**src/rtl/tlc_pkg.sv**
```systemverilog
// shared types and constants for the traffic light controller
// no dependencies
`default_nettype none

package tlc_pkg;

  localparam int CntW = 16;
  localparam int SecW = 7;
  localparam int LvlW = 12;
  localparam int NumW = 8;
  localparam int CfgIdxW = 3;
  localparam int CfgDataW = 16;

  // register indexes on the configuration port
  localparam logic [CfgIdxW-1:0] REG_GREEN       = 3'd0;
  localparam logic [CfgIdxW-1:0] REG_YELLOW      = 3'd1;
  localparam logic [CfgIdxW-1:0] REG_RED         = 3'd2;
  localparam logic [CfgIdxW-1:0] REG_THRESHOLD   = 3'd3;
  localparam logic [CfgIdxW-1:0] REG_TICKS_SEC   = 3'd4;
  localparam logic [CfgIdxW-1:0] REG_BLINK_TICKS = 3'd5;
  localparam logic [CfgIdxW-1:0] REG_SHORT_GREEN = 3'd6;

  // register reset values
  localparam logic [SecW-1:0] GREEN_RST       = 7'd5;
  localparam logic [SecW-1:0] YELLOW_RST      = 7'd2;
  localparam logic [SecW-1:0] RED_RST         = 7'd5;
  localparam logic [LvlW-1:0] THRESHOLD_RST   = 12'd1000;
  localparam logic [CntW-1:0] TICKS_SEC_RST   = 16'd1000;
  localparam logic [CntW-1:0] BLINK_TICKS_RST = 16'd500;
  localparam logic [SecW-1:0] SHORT_GREEN_RST = 7'd2;

  // phase codes
  localparam logic [1:0] PH_GREEN  = 2'd0;
  localparam logic [1:0] PH_YELLOW = 2'd1;
  localparam logic [1:0] PH_RED    = 2'd2;

  // lamp bit patterns: red, yellow, green
  localparam logic [2:0] LAMP_OFF    = 3'b000;
  localparam logic [2:0] LAMP_GREEN  = 3'b001;
  localparam logic [2:0] LAMP_YELLOW = 3'b010;
  localparam logic [2:0] LAMP_RED    = 3'b100;

  typedef struct packed {
    logic [SecW-1:0] green_seconds;
    logic [SecW-1:0] yellow_seconds;
    logic [SecW-1:0] red_seconds;
    logic [LvlW-1:0] dark_level;
    logic [CntW-1:0] ticks_per_second;
    logic [CntW-1:0] blink_ticks;
    logic [SecW-1:0] short_green_seconds;
  } cfg_t;

  typedef struct packed {
    logic [2:0]             lamps;
    logic                   street;
    logic                   dashes;
    logic signed [NumW-1:0] number;
  } result_t;

endpackage

`default_nettype wire

```
**src/rtl/tlc_tick_cnt.sv**
```systemverilog
// saturating tick counter with period event, clears on event when allowed
// depends on tlc_pkg
`default_nettype none

module tlc_tick_cnt
  import tlc_pkg::*;
(
  input  wire logic            clk,
  input  wire logic            rst_n,
  input  wire logic            en,
  input  wire logic [CntW-1:0] period,
  input  wire logic            clr_ok,
  output logic                 fire
);

  logic [CntW-1:0] cnt_r, cnt_nxt, inc;

  assign inc  = (cnt_r == {CntW{1'b1}}) ? cnt_r : cnt_r + 1'b1;
  assign fire = (inc >= period);

  always_comb begin
    cnt_nxt = cnt_r;
    if (en) begin
      cnt_nxt = (fire && clr_ok) ? '0 : inc;
    end
  end

  always_ff @(posedge clk) begin
    if (!rst_n) begin
      cnt_r <= '0;
    end else begin
      cnt_r <= cnt_nxt;
    end
  end

endmodule

`default_nettype wire

```
**src/rtl/tlc_light_fsm.sv**
```systemverilog
// phase sequencer, countdown, blink and display state
// depends on tlc_pkg
`default_nettype none

module tlc_light_fsm
  import tlc_pkg::*;
(
  input  wire logic    clk,
  input  wire logic    rst_n,
  input  wire logic    en,
  input  wire logic    night,
  input  wire logic    button,
  input  wire logic    sec_fire,
  input  wire logic    blink_fire,
  input  wire cfg_t    cfg,
  output result_t      res
);

  logic [1:0]             phase_r, phase_nxt;
  logic signed [NumW-1:0] left_r, left_nxt;
  logic                   blink_r, blink_nxt;
  logic [2:0]             lamp_r, lamp_nxt;
  logic signed [NumW-1:0] shown_r, shown_nxt;
  logic                   dash_r, dash_nxt;
  logic signed [NumW-1:0] dec;
  logic signed [NumW-1:0] short_s;

  assign dec     = left_r - 8'sd1;
  assign short_s = $signed({1'b0, cfg.short_green_seconds});

  always_comb begin
    phase_nxt = phase_r;
    left_nxt  = left_r;
    blink_nxt = blink_r;
    lamp_nxt  = lamp_r;
    shown_nxt = shown_r;
    dash_nxt  = dash_r;
    if (night) begin
      dash_nxt = 1'b1;
      if (blink_fire) begin
        blink_nxt = !blink_r;
        lamp_nxt  = blink_nxt ? LAMP_YELLOW : LAMP_OFF;
      end
      phase_nxt = PH_GREEN;
      left_nxt  = $signed({1'b0, cfg.green_seconds});
    end else begin
      if (sec_fire) begin
        shown_nxt = dec;
        dash_nxt  = 1'b0;
        left_nxt  = dec;
        if (dec < 0) begin
          case (phase_r)
            PH_GREEN: begin
              phase_nxt = PH_YELLOW;
              left_nxt  = $signed({1'b0, cfg.yellow_seconds});
            end
            PH_YELLOW: begin
              phase_nxt = PH_RED;
              left_nxt  = $signed({1'b0, cfg.red_seconds});
            end
            default: begin
              phase_nxt = PH_GREEN;
              left_nxt  = $signed({1'b0, cfg.green_seconds});
            end
          endcase
        end
      end
      case (phase_nxt)
        PH_GREEN:  lamp_nxt = LAMP_GREEN;
        PH_YELLOW: lamp_nxt = LAMP_YELLOW;
        default:   lamp_nxt = LAMP_RED;
      endcase
      // pedestrian request shortens green
      if (button && (phase_nxt == PH_GREEN) && (left_nxt > short_s)) begin
        left_nxt  = short_s;
        shown_nxt = short_s;
        dash_nxt  = 1'b0;
      end
    end
  end

  assign res.lamps  = lamp_nxt;
  assign res.street = night;
  assign res.dashes = dash_nxt;
  assign res.number = shown_nxt;

  always_ff @(posedge clk) begin
    if (!rst_n) begin
      phase_r <= PH_GREEN;
      left_r  <= $signed({1'b0, GREEN_RST});
      blink_r <= 1'b0;
      lamp_r  <= LAMP_OFF;
      shown_r <= '0;
      dash_r  <= 1'b0;
    end else if (en) begin
      phase_r <= phase_nxt;
      left_r  <= left_nxt;
      blink_r <= blink_nxt;
      lamp_r  <= lamp_nxt;
      shown_r <= shown_nxt;
      dash_r  <= dash_nxt;
    end
  end

endmodule

`default_nettype wire

```
**src/rtl/traffic_light_day_night_controller.sv**
```systemverilog
// an accepted item passes the input reg, then the result reg, before result valid
// throughput: one item per cycle while out_stall is low; the state updates as each item advances
// the input register still takes an item while a result waits, stall only when both are full
// reset (rst_n low, synchronous) loads register defaults, phase green,
// countdown 5, counters, blink, lamps, display cleared, both stages empty
// depends on tlc_pkg, tlc_tick_cnt, tlc_light_fsm
`default_nettype none

module traffic_light_day_night_controller
  import tlc_pkg::*;
(
  input  wire logic                 clk,
  input  wire logic                 rst_n,
  // input channel
  input  wire logic                 in_valid,
  output logic                      in_stall,
  input  wire logic [LvlW-1:0]      in_light_level,
  input  wire logic                 in_button_pressed,
  // result channel
  output logic                      out_valid,
  input  wire logic                 out_stall,
  output logic                      out_red_lamp,
  output logic                      out_yellow_lamp,
  output logic                      out_green_lamp,
  output logic                      out_street_lamp,
  output logic                      out_show_dashes,
  output logic signed [NumW-1:0]    out_display_number,
  // configuration write port
  input  wire logic                 cfg_valid,
  output logic                      cfg_ready,
  input  wire logic [CfgIdxW-1:0]   cfg_index,
  input  wire logic [CfgDataW-1:0]  cfg_data
);

  cfg_t cfg_r;

  // input stage
  logic            in_v_r;
  logic [LvlW-1:0] level_r;
  logic            button_r;

  // result stage
  logic    out_v_r;
  result_t res_r;
  result_t res;

  logic advance;   // input stage item moves to the result stage
  logic in_acc;
  logic night;
  logic sec_fire, blink_fire;

  assign advance  = in_v_r && (!out_v_r || !out_stall);
  assign in_stall = in_v_r && !advance;
  assign in_acc   = in_valid && !in_stall;
  assign cfg_ready = 1'b1;

  assign night = (level_r < cfg_r.dark_level);

  // configuration registers; the user must write them only while idle, the block does not enforce it
  always_ff @(posedge clk) begin
    if (!rst_n) begin
      cfg_r.green_seconds       <= GREEN_RST;
      cfg_r.yellow_seconds      <= YELLOW_RST;
      cfg_r.red_seconds         <= RED_RST;
      cfg_r.dark_level          <= THRESHOLD_RST;
      cfg_r.ticks_per_second    <= TICKS_SEC_RST;
      cfg_r.blink_ticks         <= BLINK_TICKS_RST;
      cfg_r.short_green_seconds <= SHORT_GREEN_RST;
    end else if (cfg_valid && cfg_ready) begin
      case (cfg_index)
        REG_GREEN:       cfg_r.green_seconds       <= cfg_data[SecW-1:0];
        REG_YELLOW:      cfg_r.yellow_seconds      <= cfg_data[SecW-1:0];
        REG_RED:         cfg_r.red_seconds         <= cfg_data[SecW-1:0];
        REG_THRESHOLD:   cfg_r.dark_level          <= cfg_data[LvlW-1:0];
        REG_TICKS_SEC:   cfg_r.ticks_per_second    <= cfg_data[CntW-1:0];
        REG_BLINK_TICKS: cfg_r.blink_ticks         <= cfg_data[CntW-1:0];
        REG_SHORT_GREEN: cfg_r.short_green_seconds <= cfg_data[SecW-1:0];
        default: ;  // unknown index ignored
      endcase
    end
  end

  // input register
  always_ff @(posedge clk) begin
    if (!rst_n) begin
      in_v_r <= 1'b0;
    end else if (in_acc) begin
      in_v_r <= 1'b1;
    end else if (advance) begin
      in_v_r <= 1'b0;
    end
  end

  always_ff @(posedge clk) begin
    if (in_acc) begin
      level_r  <= in_light_level;
      button_r <= in_button_pressed;
    end
  end

  // second counter clears only in day mode, blink counter only at night
  tlc_tick_cnt u_sec_cnt (
    .clk    (clk),
    .rst_n  (rst_n),
    .en     (advance),
    .period (cfg_r.ticks_per_second),
    .clr_ok (!night),
    .fire   (sec_fire)
  );

  tlc_tick_cnt u_blink_cnt (
    .clk    (clk),
    .rst_n  (rst_n),
    .en     (advance),
    .period (cfg_r.blink_ticks),
    .clr_ok (night),
    .fire   (blink_fire)
  );

  tlc_light_fsm u_fsm (
    .clk        (clk),
    .rst_n      (rst_n),
    .en         (advance),
    .night      (night),
    .button     (button_r),
    .sec_fire   (sec_fire),
    .blink_fire (blink_fire),
    .cfg        (cfg_r),
    .res        (res)
  );

  // result register
  always_ff @(posedge clk) begin
    if (!rst_n) begin
      out_v_r <= 1'b0;
    end else if (advance) begin
      out_v_r <= 1'b1;
    end else if (!out_stall) begin
      out_v_r <= 1'b0;
    end
  end

  always_ff @(posedge clk) begin
    if (advance) begin
      res_r <= res;
    end
  end

  assign out_valid          = out_v_r;
  assign out_red_lamp       = res_r.lamps[2];
  assign out_yellow_lamp    = res_r.lamps[1];
  assign out_green_lamp     = res_r.lamps[0];
  assign out_street_lamp    = res_r.street;
  assign out_show_dashes    = res_r.dashes;
  assign out_display_number = res_r.number;

endmodule

`default_nettype wire

```
**config.mk**
```make
export PLATFORM = sky130hd
export DESIGN_NAME = traffic_light_day_night_controller
export DESIGN_NICKNAME = d
export VERILOG_FILES = /design/src/rtl/tlc_pkg.sv /design/src/rtl/tlc_tick_cnt.sv /design/src/rtl/tlc_light_fsm.sv /design/src/rtl/traffic_light_day_night_controller.sv
export SDC_FILE = /design/constraint.sdc
export NUM_CORES = 1
export LEC_CHECK = 0
export ABC_AREA = 1
export BUFFER_PORTS_ARGS = -buffer_cell sky130_fd_sc_hd__clkbuf_2
export CAP_MARGIN = 25
export CORE_MARGIN = 2
export CORE_UTILIZATION = 34
export DETAILED_ROUTE_END_ITERATION = 6
export GPL_TIMING_DRIVEN = 1
export SYNTH_ARGS = -nofsm -noshare
export SYNTH_HDL_FRONTEND = slang
export SYNTH_HIERARCHICAL = 1
export SYNTH_SLANG_ARGS = --single-unit
```
**constraint.sdc**
```tcl
create_clock -name clk -period 3.9 [get_ports clk]
set_input_delay 0.78 -clock clk [delete_from_list [all_inputs] [get_ports clk]]
set_output_delay 0.78 -clock clk [all_outputs]
set_load 0.01 [all_outputs]
```
* After elaboration in Yosys (flattened, before gate mapping) *
Cells that the tools add are included.

operators by class
  mux-type cells = 29
  reductions and logical operators = 26
  $lt $le $gt $ge = 5
  equality and inequality tests = 11
  $add $sub $neg = 3

operator list
  operator                                            number
  two-way mux 16 bit                                  4
  two-way mux 8 bit                                   8
  adder 16 x 1 -> 16 bit, second input constant       2
  == test 16 bit, second input constant               2
  greater-or-equal comparator 16 bit                  2
  one-hot mux 7 bit (2 select lines)                  1
  AND reduction 2 bit                                 7
  < comparator 12 bit                                 1
  two-way mux 2 bit                                   5
  == test 3 bit, second input constant                3
  greater-than comparator 8 bit                       1
  < comparator 8 x 1 -> 1 bit, second input constant  1
  subtractor 8 x 2 -> 8 bit, second input constant    1
  logical AND 1 bit                                   7
  two-way mux 1 bit                                   7
  == test 3 x 2 -> 1 bit, second input constant       2
  logical NOT 1 bit                                   6
  two-way mux 3 bit                                   2
  one-hot mux 3 bit (2 select lines)                  1
  == test 2 x 1 -> 1 bit, second input constant       2
  logical NOT 2 bit                                   2
  one-hot mux 2 bit (2 select lines)                  1
  == test 3 x 1 -> 1 bit, second input constant       1
  logical NOT 3 bit                                   1
  other kinds (4)                                     4

word-level totals
  output and inout port bits = 16
  register bits = 155
  input bits = 37

* Logic depth before layout (Yosys ltp) *
Gate-level depths: netlist of the first run.

  depth after elaboration = 10
  gate-level depth with buffers = 36
  mapped depth without buffers = 34

* Hierarchy *
The synthesis of the first run kept the hierarchy.

modules (own cells, without submodules)
  module                              instances  area an instance (um^2)  cells each
  traffic_light_day_night_controller  1          3,734.8                  388
  tlc_tick_cnt                        2          1,622.8                  259
  tlc_light_fsm                       1          2,047.0                  344

* Least setup slack after synthesis of the first run *
Ideal clock, no wire load.

  kind = reg2reg
  start point = reg u_sec_cnt.cnt_r[0]
  end point = reg res_r, in the netlist out_display_number[5] (data pin)
  period minus slack after synthesis = 4.162 ns
  slack = -0.262 ns
  data required time = 3.648 ns
  stages on the path, launching flop included = 36
  arrival time = 3.910 ns
  setup time = 0.252 ns
  cell sequence = dfxtp_1 > ha_1 > nand2_2 > nor2_4 > nand2_4 > nor2_8 > nand2_1 > o21ai_0 > inv_1 > ha_1 > nand2_1 > nand3_1 > nand2_1 > nand2_1 > nand2_1 > nand2_1 > nand2_1 > nand2_1 > clkbuf_1 > nand2_1 > nand2_1 > nand2_1 > o21ai_0 > inv_1 > ha_1 > nand2_1 > nor2_1 > nand2_1 > nand3_1 > a21oi_4 > nand3_4 > buf_6 > nand2_1 > nand3_1 > nand2_1 > inv_1

RTL lines
  item                    RTL line                                   source
  from (decl)             tlc_tick_cnt.sv:16                         logic [CntW-1:0] cnt_r, cnt_nxt, inc;
  from (signal assigned)  tlc_tick_cnt.sv:32                         cnt_r <= cnt_nxt;
  to (signal assigned)    traffic_light_day_night_controller.sv:145  res_r <= res;
  to (decl)               traffic_light_day_night_controller.sv:44   result_t res_r;

==> flow_summary.toml, run 1 <==
[run_status]
status = "finished with violations"
violations = "setup timing"

[synth]
seq_area_frac_synth_pct = 37.3
synth_top_flop_cell = "dfxtp_1"
synth_cell_type_count = 45
syn-instance-count = 1250
synth_seq_cells = 155
async_flop_share_pct = 0
synth_area_mm2 = 0.00903
synth-edff-count = 26
synth_area_per_cell_um2 = 7.22
yosysWarnings = 6
syn_nets = 1340

[global_routing]
antenna_found_initial = 0
grt_pass1_wl_um = 38300
grt_pass1_vias = 7837
grt-ovfl-total = 0
grt_max_degree = 39
grt.total_usage_pct = 16.6

[cells_and_area]
drive_above_1_share_pct = 23.1
antenna_cells = 0
fin_area_mm2 = 0.0110
fin_util_pct = 42.2
regArea_mm2 = 0.00337
num-fill-cells = 2663
fin_nets = 1455
multi_input_area_mm2 = 0.00503
final_cell_mix = "nand2_1, inv_1, dfxtp_1"
synthToLayoutAreaGrowth_pct = 21.8
layout.cells.most_common = "nand2_1"

[route]
drc_errors = 0
vias = 8289
wl_per_cell_um = 13.6
wl_um = 23300
dr.pass1.iters = 5
viasPerCell = 4.84
ant_nets = 0
drt_iter0_markers = 603

[floorplan]
io_pins = 53
fp.dieH_um = 167
fp.dieArea_mm2 = 0.0279
dieWidth_um = 167
design.core.area_mm2 = 0.0261
start_util_pct = 34.6
rows = 59

[sta]
finalSetupViolCount = 3
hold_viol = 0
min_period_ns = 3.91
skew_ns = 0.0144
clock.fmax_mhz = 256
slew_headroom_pct = 36.7
setup_tns_ns = -0.0134
tightest_slew_ns = 0.948
setup_slack_ns = -0.00767
rsz0062_at_grt = "yes"
slew_viol_final = 0
fin_crit_sh_pct = 100

[flow_run]
max_cap_violations = 0

[setup_path]
r2r_setup_slack_ns = -0.008
crit_family = "simple AND/OR/NAND/NOR gates"
cp_slowest_cell = "dfxtp_2"
cp_slowest_stage_delay_ns = 0.36
critPathKind = "reg2reg"
required_ns = 4.08
crit_buf_inv = 8
end_kind = "flop"
cpMostUsedCell = "nand2_1"
cp_max_fo = 8
cp.arrival_ns = 4.09
critPathLaunchType = "flop"

[pwr]
power.density_mw_per_mm2 = 353
leakage_nw = 5.16
power_mw = 3.88
ir_drop_mv = 0.301

[clock_network]
cts_root_buffer = "clkbuf_16"
cts.reportedPaths.clkPinSlew_ns = 0.06
cts_buffers = 17
clock_sinks = 155
htreeDepth = 4
hold_buffers = 0
clock_latency_ns = 0.43
cts_tree = "yes"
clock_path_buffers = 2

[place]
io_buffers = 51
hpwl_um = 16700
placed_area_mm2 = 0.00987
gp_congestion = 0.876
pre_cts_ws_ns = -0.332

[hold_path]
min_path_type = "reg2reg"
registers in the layout (all words and copies together) (netlist names):
| register | count |
|---|---|
| cfg_r | 72 |
| u_blink_cnt/cnt_r | 16 |
| u_sec_cnt/cnt_r | 16 |
| level_r | 12 |
| out_display_number | 8 |
| u_fsm/left_r | 8 |
| u_fsm/shown_r | 8 |
| u_fsm/lamp_r | 3 |
| u_fsm/phase_r | 2 |
| button_r | 1 |
| in_v_r | 1 |
| out_green_lamp | 1 |
| out_red_lamp | 1 |
| out_show_dashes | 1 |
| out_street_lamp | 1 |
| out_valid | 1 |
| out_yellow_lamp | 1 |
| u_fsm/blink_r | 1 |
| u_fsm/dash_r | 1 |
routing by layer:
metal  share of wire, %  vias to the layer above  global-route usage [%]  wire length, um
met5                  0                        -                       0                0
met4                1.4                        0                    4.50              316
met3                3.4                       25                    2.40              795
met2                 44                      160                    26.8            10300
met1                 51                     3830                    23.2            11900
li1                   -                     4274                       -                -
report_power, final:
part	switching (mW)	internal (mW)	leakage [nW]
Combinational	0.297	0.173	3.57
Sequential	0.0360	1.69	1.30
Clock	0.661	1.02	0.286
final timing paths:
path,start,to,cells after the start
worst max-delay path,u_sec_cnt/cnt_r[0],out_display_number[0],35
worst min-delay path,cfg_r[12],cfg_r[12],2
worst max register to register,u_sec_cnt/cnt_r[0],out_display_number[0],35
worst min register to register,cfg_r[12],cfg_r[12],2
metrics by stage:
step / instances / hold slack (ns)
floorplan: 1250 / 0.429
global placement: 1653 / 0.440
detailed placement: 1653 / 0.444
CTS: 1706 / 0.459
global route: 1713 / 0.486
finish: 1713 / 0.455
repair_timing:
item                                   in CTS  in global routing
resized for setup                          38                 51
cloned                                      1                  0
endpoints found under the hold margin       0                  0
pin swaps                                  21                 29
setup endpoints to repair                  25                 25
buffers inserted                           20                  7
cell families (layout without fill, tap and decap cells):
group / after synthesis / after routing / synth area share, %
compound gates: 253 / 253 / 15.7
xor+xnor: 19 / 19 / 1.84
fa+ha+maj: 53 / 53 / 7.35
simple gates: 559 / 560 / 27.5
flops: 155 / 155 / 37.3
other cells: 1 / 1 / 0.0415
buf+inv: 210 / 337 / 10.3
cell usage after synthesis (3+ instances only):
cell type / count / area share [%]
a21oi_1: 111 / 6.2
a21oi_2: 23 / 2.2
buf_2: 3 / 0.17
buf_4: 5 / 0.42
buf_6: 8 / 1.0
clkbuf_1: 17 / 0.71
clkbuf_8: 4 / 0.61
dfxtp_1: 129 / 29
edfxtp_1: 26 / 8.6
ha_1: 53 / 7.3
inv_1: 151 / 6.3
inv_2: 14 / 0.58
nand2_1: 315 / 13
nand2_2: 10 / 0.69
nand2_4: 5 / 0.62
nand3_1: 60 / 3.3
nand4_1: 16 / 1.1
nor2_1: 117 / 4.9
nor2_2: 4 / 0.28
nor2_4: 10 / 1.2
nor2_8: 3 / 0.67
o211ai_1: 8 / 0.67
o21ai_0: 88 / 4.9
o21ai_1: 11 / 0.61
o22ai_1: 4 / 0.28
or2_2: 8 / 0.55
xor2_1: 19 / 1.8
worst min-delay path: cells and delay by family (launching register included):
| family | cells | cell delay, ns |
|---|---|---|
| flops | 1 | 0.32 |
| simple gates | 2 | 0.10 |
final cells by class:
type | instances | share of cell area, %
sequential | 155 | 30.7
multi-input combinational | 886 | 45.7
clock buffer | 20 | 4.06
clock inverter | 12 | 1.32
tap | 335 | 3.81
inverter | 170 | 5.94
timing repair buffer | 135 | 8.47
Power figures use the tool's default switching activity.
==> inputs of run 2 (changes only) <==
--- a/config.mk
+++ b/config.mk
@@ -5,7 +5,6 @@
 export SDC_FILE = /design/constraint.sdc
 export NUM_CORES = 1
 export LEC_CHECK = 0
-export ABC_AREA = 1
 export BUFFER_PORTS_ARGS = -buffer_cell sky130_fd_sc_hd__clkbuf_2
 export CAP_MARGIN = 25
 export CORE_MARGIN = 2
==> run 2 against run 1 <==
Die area down 1.4%. Synthesized cell count is 21% lower. Final cell count is 16% lower. Total power is 0.20% lower. Critical endpoint is now out_display_number[4]. Utilization rose by 0.38 points. The run still ends with setup timing left. Worst setup slack lost 1.2 ns. Combinational power rose by 7.0%. Wire length is 5.7% lower.
==> flow_summary.toml, run 2 <==
[global_routing]
grt_pass1_wl_um = 35800
grt-ovfl-total = 0
grt_max_degree = 66
antenna_found_initial = 0
grt.total_usage_pct = 15.9
grt_pass1_vias = 7156

[cells_and_area]
synthToLayoutAreaGrowth_pct = 24.0
multi_input_area_mm2 = 0.00534
final_cells = 1446
drive_above_1_share_pct = 27.7
antenna_cells = 0
regArea_mm2 = 0.00338
largest_reg_flops = 72
fin_util_pct = 42.6
num-fill-cells = 2505
fin_nets = 1188
final_cell_mix = "nand2_1, dfxtp_1, buf_4"
layout.cells.most_common = "nand2_1"
largestRegisters = "cfg_r x72, u_blink_cnt/cnt_r x16, u_sec_cnt/cnt_r x16"
regMostFlops = "cfg_r"

[synth]
synth_seq_cells = 155
synth_top_flop_cell = "dfxtp_1"
yosysWarnings = 6
yosysTopAreaCell = "dfxtp_1"
syn_nets = 1074
synth_area_per_cell_um2 = 9.04
synth_area_mm2 = 0.00890
syn-instance-count = 984
synth_common_cells = "nand2_1, dfxtp_1, inv_1"
synth-edff-count = 26
seq_area_frac_synth_pct = 37.8
async_flop_share_pct = 0
synth_most_common_cell = "nand2_1"
synth.area.top_cells = "dfxtp_1, edfxtp_1, ha_1"
synth_cell_type_count = 84
yosysTopAreaCellShare_pct = 29.0

[sta]
hold_viol = 0
tightest_slew_ns = 0.863
clock.fmax_mhz = 197
slew_headroom_pct = 42.3
fin_crit_sh_pct = 130
setup_slack_ns = -1.17
finalSetupViolCount = 27
skew_ns = 0.0107
min_period_ns = 5.07
slew_viol_final = 0
rsz0062_at_grt = "yes"

[floorplan]
dieWidth_um = 166
io_pins = 53
fp.dieH_um = 166
rows = 59
design.core.area_mm2 = 0.0259
start_util_pct = 34.3
fp.dieArea_mm2 = 0.0275

[clock_network]
clock_path_buffers = 2
cts_root_buffer = "clkbuf_16"
clock_sinks = 155
clock_latency_ns = 0.44
cts.reportedPaths.clkPinSlew_ns = 0.07
hold_buffers = 0
htreeDepth = 4
cts_buffers = 17
cts_tree = "yes"

[route]
wl_per_cell_um = 15.2
vias = 7386
viasPerCell = 5.11
dr.pass1.iters = 5
wl_um = 21900
ant_nets = 0
drc_errors = 0
drt_iter0_markers = 434

[flow_run]
max_cap_violations = 0

[place]
io_buffers = 51
dp.cells = 1395
hpwl_um = 15500
gp_congestion = 0.885

[hold_path]
min_path_type = "reg2reg"

[pwr]
power.density_mw_per_mm2 = 351
ir_drop_mv = 0.336
leakage_nw = 4.64

[setup_path]
cp_max_fo = 6
end_kind = "flop"
cp.arrival_ns = 5.26
critPathLaunchType = "flop"
cp_slowest_stage_delay_ns = 0.36
cp_cell_sequence = "and4_1 > and3_4 > nor3b_4 > and3_4 > xnor2_1 > nand2_1 > ha_4 > nand4_1 > or3_1 > or3_4 > nand3_4 > clkinv_4 > or3_1 > o211ai_1 > ha_1 > nand4_1 > o211ai_1 > a211oi_4 > buf_12 > mux2_4 > mux2_2"
required_ns = 4.09
critPathKind = "reg2reg"
cp_slowest_cell = "or3_4"

[run_status]
status = "finished with violations"
violations = "setup timing"
## run 2: worst max-delay path, delay by kind of cell (launching register included)
family          cells  cell delay [ns]
mux                 2             0.56
xor+xnor            1             0.11
simple gates       11             2.33
buf+inv             2             0.25
flops               1             0.34
compound gates      3             0.67
fa+ha+maj           2             0.57
## run 2: area by class of cell
cell class,count,share of cell area [%]
clock buffer,17,3.85
clock inverter,15,1.55
inverter,62,2.15
multi-input combinational,714,48.4
sequential,155,30.6
tap,335,3.80
timing repair buffer,148,9.64
## run 2: cells by family after synthesis
kind of cell | after synthesis | share of synthesized area (%)
AOI/OAI and AO/OA | 225 | 18.5
xor gates and xnor gates | 30 | 2.95
and+or+nand+nor | 356 | 20.8
muxes | 49 | 5.84
buffers and inverters | 115 | 6.64
other | 1 | 0.0421
adders and majority gates | 53 | 7.45
DFF | 155 | 37.8
## run 2: final timing paths
check | from | slack [ns] | endpoint | cells after the start
worst max register to register | u_sec_cnt/cnt_r[5] | -1.17 | out_display_number[4] | 21
worst min-delay path | cfg_r[25] | 0.46 | cfg_r[25] | 2
worst min register to register | cfg_r[25] | 0.46 | cfg_r[25] | 2
worst max-delay path | u_sec_cnt/cnt_r[5] | -1.17 | out_display_number[4] | 21
## run 2: metal layers
metal	global-route usage [%]	wire [um]	up-vias	part of all wire [%]
li1	-	-	3717	-
met1	21.6	10800	3490	49
met2	25.3	9940	150	45
met3	3.17	822	29	3.7
met4	5.78	385	0	1.8
met5	0	0	-	0
## run 2: timing repair
item,CTS,global route
resized for setup,31,46
gates cloned,1,0
endpoints found under the setup margin,27,49
pin swaps,15,33
setup buffers,10,11
## run 2: through the flow
step / hold WS (ns) / TNS, ns / worst slack, ns / area, um^2 / power, mW
floorplan: 0.435 / -21.84 / -1.15 / 9040 / 2.04
global placement: 0.443 / -25.83 / -1.23 / 9960 / 2.17
detailed placement: 0.450 / -27.27 / -1.28 / 9960 / 2.17
CTS: 0.460 / -23.60 / -1.09 / 10800 / 3.88
global route: 0.487 / -33.21 / -1.42 / 11000 / 4.05
finish: 0.457 / -26.10 / -1.17 / 11000 / 3.87
## run 2: power by group
group / total, mW / leakage, nW / internal, mW / switching, mW
Sequential: 1.71 / 1.30 / 1.68 / 0.0295
Clock: 1.66 / 0.286 / 0.865 / 0.798
Combinational: 0.503 / 3.06 / 0.225 / 0.278
Total: 3.87 / 4.64 / 2.77 / 1.11
